<file path="src/rtl/erai_pkg.sv">
// Package for the Euler 3-2-1 angle rate integrator: fixed-point constants,
// the CORDIC arctangent table and saturation helpers. No dependencies.
`timescale 1ns / 1ps
package erai_pkg;

  localparam int unsigned DivNumW = 60;
  localparam int unsigned DivDenW = 33;

  localparam logic signed [39:0] PiQ30     = 40'sd3373259426;
  localparam logic signed [39:0] TwoPiQ30  = 40'sd6746518852;
  localparam logic signed [39:0] HalfPiQ30 = 40'sd1686629713;
  localparam logic signed [33:0] GainQ30   = 34'sd652032874;

  localparam logic [7:0] CfgTimeStep   = 8'd0;
  localparam logic [7:0] CfgCosPitchMin = 8'd1;

  typedef enum logic [6:0] {
    S_IDLE   = 7'b0000001,
    S_REDUCE = 7'b0000010,
    S_WRAP   = 7'b0000100,
    S_FOLD   = 7'b0001000,
    S_ROT    = 7'b0010000,
    S_MUL    = 7'b0100000,
    S_DIV    = 7'b1000000
  } state_e;

  typedef struct packed {
    logic busy;
    logic done;
  } div_stat_t;

  function automatic logic signed [39:0] atan_q30(input logic [4:0] k);
    logic [31:0] v;
    begin
      unique case (k)
        5'd0:  v = 32'h3243F6A8;
        5'd1:  v = 32'h1DAC6705;
        5'd2:  v = 32'h0FADBAFC;
        5'd3:  v = 32'h07F56EA6;
        5'd4:  v = 32'h03FEAB76;
        5'd5:  v = 32'h01FFD55B;
        5'd6:  v = 32'h00FFFAAA;
        5'd7:  v = 32'h007FFF55;
        5'd8:  v = 32'h003FFFEA;
        5'd9:  v = 32'h001FFFFD;
        5'd10: v = 32'h000FFFFF;
        5'd11: v = 32'h0007FFFF;
        5'd12: v = 32'h0003FFFF;
        5'd13: v = 32'h0001FFFF;
        5'd14: v = 32'h0000FFFF;
        5'd15: v = 32'h00007FFF;
        5'd16: v = 32'h00003FFF;
        5'd17: v = 32'h00001FFF;
        5'd18: v = 32'h00000FFF;
        5'd19: v = 32'h000007FF;
        5'd20: v = 32'h000003FF;
        5'd21: v = 32'h000001FF;
        5'd22: v = 32'h000000FF;
        5'd23: v = 32'h0000007F;
        5'd24: v = 32'h0000003F;
        5'd25: v = 32'h0000001F;
        5'd26: v = 32'h0000000F;
        5'd27: v = 32'h00000007;
        5'd28: v = 32'h00000003;
        5'd29: v = 32'h00000001;
        default: v = 32'h00000000;
      endcase
      atan_q30 = $signed({8'd0, v});
    end
  endfunction

  // Clamp a wide rate to the signed 32-bit range.
  function automatic logic signed [31:0] clamp_rate(input logic signed [60:0] v);
    begin
      if (v > 61'sd2147483647) clamp_rate = 32'sh7FFFFFFF;
      else if (v < -61'sd2147483648) clamp_rate = 32'sh80000000;
      else clamp_rate = v[31:0];
    end
  endfunction

  function automatic logic signed [31:0] sat_angle(input logic signed [40:0] v);
    begin
      if (v > 41'sd2147483647) sat_angle = 32'sh7FFFFFFF;
      else if (v < -41'sd2147483648) sat_angle = 32'sh80000000;
      else sat_angle = v[31:0];
    end
  endfunction

endpackage

</file>
<file path="src/rtl/erai_div.sv">
// Iterative signed divider, one quotient bit per cycle, truncating toward zero.
// Depends on erai_pkg.
`timescale 1ns / 1ps
module erai_div import erai_pkg::*; (
  input  logic                        clk_i,
  input  logic                        rst_ni,
  input  logic                        start_i,
  input  logic signed [DivNumW-1:0]   num_i,
  input  logic signed [DivDenW-1:0]   den_i,
  output div_stat_t                   stat_o,
  output logic signed [DivNumW-1:0]   quot_o
);
  logic             busy_q, done_q, neg_q;
  logic [5:0]       cnt_q;
  logic [DivNumW-1:0] num_q;
  logic [DivDenW-1:0] den_q;
  logic [DivDenW:0]   rem_q;
  logic [DivDenW:0]   shl;
  logic [DivDenW+1:0] trial;

  assign shl   = {rem_q[DivDenW-1:0], num_q[DivNumW-1]};
  assign trial = {1'b0, shl} - {2'b00, den_q};

  always_ff @(posedge clk_i or negedge rst_ni) begin
    if (!rst_ni) begin
      busy_q <= 1'b0;
      done_q <= 1'b0;
      cnt_q  <= '0;
    end else begin
      done_q <= 1'b0;
      if (start_i) begin
        busy_q <= 1'b1;
        cnt_q  <= '0;
      end else if (busy_q) begin
        cnt_q <= cnt_q + 6'd1;
        if (cnt_q == 6'(DivNumW - 1)) begin
          busy_q <= 1'b0;
          done_q <= 1'b1;
        end
      end
    end
  end

  always_ff @(posedge clk_i) begin
    if (start_i) begin
      num_q <= num_i[DivNumW-1] ? DivNumW'(-num_i) : num_i;
      den_q <= den_i[DivDenW-1] ? DivDenW'(-den_i) : den_i;
      neg_q <= num_i[DivNumW-1] ^ den_i[DivDenW-1];
      rem_q <= '0;
    end else if (busy_q) begin
      if (!trial[DivDenW+1]) begin
        rem_q <= trial[DivDenW:0];
        num_q <= {num_q[DivNumW-2:0], 1'b1};
      end else begin
        rem_q <= shl;
        num_q <= {num_q[DivNumW-2:0], 1'b0};
      end
    end
  end

  assign quot_o = neg_q ? -$signed(num_q) : $signed(num_q);
  assign stat_o = '{busy: busy_q, done: done_q};
endmodule

</file>
<file path="config.mk">
export PLATFORM = sky130hd
export DESIGN_NAME = erai_div
export DESIGN_NICKNAME = d
export VERILOG_FILES = /design/src/rtl/erai_pkg.sv /design/src/rtl/erai_div.sv
export SDC_FILE = /design/constraint.sdc
export NUM_CORES = 1
export LEC_CHECK = 0
export ABC_AREA = 1
export BUFFER_PORTS_ARGS = -buffer_cell sky130_fd_sc_hd__buf_2
export CELL_PAD_IN_SITES_DETAIL_PLACEMENT = 2
export CELL_PAD_IN_SITES_GLOBAL_PLACEMENT = 2
export CORE_UTILIZATION = 33
export CTS_BUF_LIST = sky130_fd_sc_hd__clkbuf_2
export CTS_CLUSTER_SIZE = 24
export DETAILED_ROUTE_END_ITERATION = 6
export PLACE_DENSITY = 0.81
export SLEW_MARGIN = 20
export SYNTH_ARGS = -nofsm -noshare
export SYNTH_HDL_FRONTEND = slang
export SYNTH_SLANG_ARGS = --single-unit
</file>
<file path="constraint.sdc">
create_clock -name clk_i -period 4.4 [get_ports clk_i]
set_clock_uncertainty 0.15 [all_clocks]
set_input_delay 0.66 -clock clk_i [delete_from_list [all_inputs] [get_ports clk_i]]
set_output_delay 0.66 -clock clk_i [all_outputs]
set_load 0.01 [all_outputs]
</file>
# == Word-level counts from Yosys, hierarchy flattened ==
# Cells that the tools add are included.
# classes
add_sub_neg,5
eq_ne,1
n_mux,15
bitwise_logic,1
n_reduce_logical,1
# op_table
cell,n
two-way mux 60 bit,4
negation 60 bit,2
subtractor 34 x 33 -> 35 bit,1
two-way mux 33 bit,1
negation 33 bit,1
two-way mux 32 bit,1
two-way mux 6 bit,2
two-way mux 1 bit,7
"adder 6 x 1 -> 6 bit, second input constant",1
"equality test 6 bit, second input constant",1
nonzero test 2 bit,1
bitwise XOR 1 bit,1
# totals
regBits,135
input_bits,96
output_inout_bits,62

# == Longest topological paths before layout ==
# depth
depth_word,4
mapped_depth,17
mapped_depth_nobuf,16

# == Worst setup path after synthesis ==
# OpenSTA, ideal clock, no wires.
# synth_path
path_kind,input port to flip-flop
startpoint,input start_i
endpoint,register num_q[0] (enable)
setup_time_ns,0.448
arrival_ns,2.870
path_slack_ns,0.932
path_stages,4
path_cell_list,clkbuf_1 nor2_1 inv_1 clkbuf_1
# synth_between
elab_chain_cells,1
# synth_lines
item,line_no,text
from (decl),erai_div.sv:7,"input logic start_i,"
nonzero test 2 bit (no line),--,
to (signal assigned),erai_div.sv:46,num_q <= num_i[DivNumW-1] ? DivNumW'(-num_i) : num_i;
to (signal assigned),erai_div.sv:53,"num_q <= {num_q[DivNumW-2:0], 1'b1};"
to (signal assigned),erai_div.sv:56,"num_q <= {num_q[DivNumW-2:0], 1'b0};"
to (decl),erai_div.sv:15,logic [DivNumW-1:0] num_q;
# No other way between the ends.
# A chain may end at the register's enable or synchronous reset.

# == Final worst setup path ==
# layout_path
startpoint,register num_q[0]
endpoint,output quot_o[28]
# layout_between
elab_chain_cells,2
# layout_lines
item,line_no,text
negation 60 bit,erai_div.sv:61,assign quot_o = neg_q ? -$signed(num_q) : $signed(num_q);
two-way mux 60 bit,erai_div.sv:61,
to (decl),erai_div.sv:11,output logic signed [DivNumW-1:0] quot_o
# No other way between the ends.

==> run summary <==
• **half-perimeter wire length after placement** 48.5 mm
• **area inside the core boundary** 38900 sq um
• **number of top-level pins** 158
• **worst vdd ir** 0.000113 V
• **vias post-DR** 14.7k
• **average via count per standard cell** 5.24
• **clock sinks** 135
• **number of instances in the synthesized netlist** 2113
• **DRT iter0 DRCs** 898
• **Static Leakage** 7.47 nW
• **maximum number of pins on one net before global-route repair** 59
• **Max Root-Sink Buffers** 2
• **Period Utilization, post-route** 0.941
• **type of the worst setup path** reg2out
• **status** finished, final reports clean
• **starting density of the core** 0.337
• **final weighted congestion in routability-driven placement** 0.925
• **setup ws final** 261 ps
• **actual slew at the worst max-slew pin** 1150 ps
• **sequential fraction of the synthesis area** 0.281
• **category of the worst setup path launch point** register
• **Finish-stage setup viols** 0
• **kind of capture point of the worst setup path** output port
• **number of max-capacitance violations reported** 0
• **worst slack at placement** 1190 ps
• **total gr overflow** 0
• **height of the die** 201 microns
• **data arrival time of the critical path** 3330 ps
• **Yosys warnings** 0
• **CTS H-tree lvls** 4
• **Min-Delay Endpoint** den_q[25]
• **number of placement rows** 72
• **Peak Freq** 242 MHz
• **Inserted Clock Buffers** 17
• **average wire per cell in the routed design** 21.7 microns
• **count of flip-flops with a built-in enable after synthesis** 94
• **CTS Hold Bufs** 27
• **share of flip-flops with an asynchronous set or reset after synthesis** 0.0593
• **Post-Synthesis Cell Area** 13100 sq um
• **total of flip-flops plus latches after synthesis** 135
• **die outline width** 201 microns
• **post-layout util** 0.383
• **power per cell area** 295 nW/um^2
• **most frequent standard cell in the layout excluding fill and tap cells** sky130_fd_sc_hd__nand2_1
• **class of the tightest hold or removal check** in2reg
• **first-pass GRT wire length** 94.2 mm
• **most instantiated flip-flop cell in the synthesis netlist** sky130_fd_sc_hd__edfxtp_1
• **root buffer cell** sky130_fd_sc_hd__clkbuf_2
• **number of cells on the worst hold path** 5
• **CTS tree** yes
• **setup repair after global routing missed its margin** false
• **number of pins exceeding their max-slew limit in the final report** 0
• **flop-to-flop setup slack** 1310 ps
• **Worst EP required** 3590 ps
• **area of the die** 40500 sq um
• **reg-to-reg endpoint** num_q[0]
• **layout cells sized above 1** 0.115
• **count of distinct cell types in the synthesized netlist** 50
• **relative max-transition margin** 0.226
• **DRC viols** 0
• **highest net fanout along the worst path** 5
• **final-report hold violation count** 0
• **number of optimization iterations in the first detailed-route pass** 5
• **most frequent cells in the layout** 680 x sky130_fd_sc_hd__nand2_1, 324 x sky130_fd_sc_hd__inv_1, 232 x sky130_fd_sc_hd__nor2_1
• **post-layout min period** 4140 ps
• **startpoint of the worst register-to-register path** num_q[59]
• **start point of the worst hold path** den_i[24]
• **clock-pin slew of the registers on the worst-case setup and hold paths** 320 ps
• **Register-to-Register Path Depth** 12
• **synthesized net count** 2247
• **drt total wl** 60.9 mm
• **number of nets in the layout** 2408
• **number of antenna violations at the first check in global routing** 2
• **clock insertion delay at the later pin of the skew report** 920 ps
• **setup fix buffers added after clock tree synthesis** 0
• **aggregate negative setup slack** 0 ps
• **Post-DRT Antenna Nets** 0
• **GRT Overall Usage** 0.303
• **Syn-to-layout area delta** 13.6%
• **worst setup path startpoint** num_q[0]
• **mean instance size in the synthesized netlist** 6.20 sq um
• **Port Buf Inserts** 157
• **via count of the first global-routing pass** 15.7k
• **Gates resized, CTS repair** 0
layer usage:
layer | vias to the layer above | wire length (microns) | global-route usage
met5 | - | 0 | 0
met4 | 0 | 1080 | 0.0695
met3 | 54 | 2410 | 0.0305
met2 | 292 | 27300 | 0.484
met1 | 7349 | 30000 | 0.438
li1 | 7015 | - | -
power breakdown:
group | internal (W) | switching, W | total, W
logic | 0.000562 | 0.00123 | 0.00179
clock network | 0.000298 | 0.000643 | 0.000941
registers | 0.00152 | 0.000134 | 0.00165
worst max-delay path, stage by stage (launching register included):
cell and delay (ps):
sky130_fd_sc_hd__edfxtp_1 460, sky130_fd_sc_hd__inv_1 180, sky130_fd_sc_hd__ha_1 220, sky130_fd_sc_hd__nand3_2 160, sky130_fd_sc_hd__nor3_1 530, sky130_fd_sc_hd__nand3_1 200, sky130_fd_sc_hd__xor2_1 180, sky130_fd_sc_hd__o21ai_0 310
sky130_fd_sc_hd__buf_2 210
how the worst max path moves through the flow:
stage / to / cells after the start
4_1_cts: quot_o[28] / 8
6_report: quot_o[28] / 8
5_1_grt: quot_o[28] / 8
2_1_floorplan: num_q[0] / 4
3_5_place_dp: quot_o[28] / 8
3_3_place_gp: quot_o[28] / 8
area by class of cell:
| class | count | area, sq um |
|---|---|---|
| clock buffer | 18 | 90.1 |
| tap | 518 | 648 |
| timing repair buffer | 193 | 1130 |
| sequential | 135 | 3680 |
| clock inverter | 14 | 184 |
| antenna | 1 | 2.50 |
| inverter | 333 | 1250 |
| multi-input combinational | 1594 | 7900 |
| fill | 4954 | 24000 |
cells by family (layout without fill, tap and decap cells):
family	Yosys count	in the layout	synth area share
AND/OR/NAND/NOR	1275	1275	0.422
adder cells (fa/ha/maj)	38	38	0.0369
XOR/XNOR	113	113	0.0755
buffers and inverters	384	558	0.116
flip-flops	135	135	0.281
other	0	1	0
AO/OA/AOI/OAI	168	168	0.0688
through the flow:
stage	cells	instance area (sq um)	power (W)	hold WS, ps
6_report	2806	14900	0.00438	49.8
5_1_grt	2806	14900	0.00463	14.8
4_1_cts	2805	14900	0.00437	3.32
3_5_place_dp	2746	14300	0.00341	318
3_3_place_gp	2746	14300	0.00333	310
2_1_floorplan	2113	13100	0.00271	214
registers in the layout, indices dropped and copies added, names as in the netlist:
signal and cells:
rem_q 33, done_q 1, num_q 60, neg_q 1
busy_q 1, cnt_q 6, den_q 33
synth_stat cells, types with 26 or more instances:
cell type                  instances  area [sq um]
sky130_fd_sc_hd__a21oi_1          33           165
sky130_fd_sc_hd__clkbuf_1         26          97.6
sky130_fd_sc_hd__dfxtp_1          33           661
sky130_fd_sc_hd__edfxtp_1         94          2820
sky130_fd_sc_hd__ha_1             37           463
sky130_fd_sc_hd__inv_1           326          1220
sky130_fd_sc_hd__nand2_1         680          2550
sky130_fd_sc_hd__nand3_1         220          1100
sky130_fd_sc_hd__nand4_1          41           257
sky130_fd_sc_hd__nor2_1          234           878
sky130_fd_sc_hd__o21ai_0          98           490
sky130_fd_sc_hd__xnor2_1          31           272
sky130_fd_sc_hd__xor2_1           82           718
Note: power is estimated with default switching activity, not from simulation.
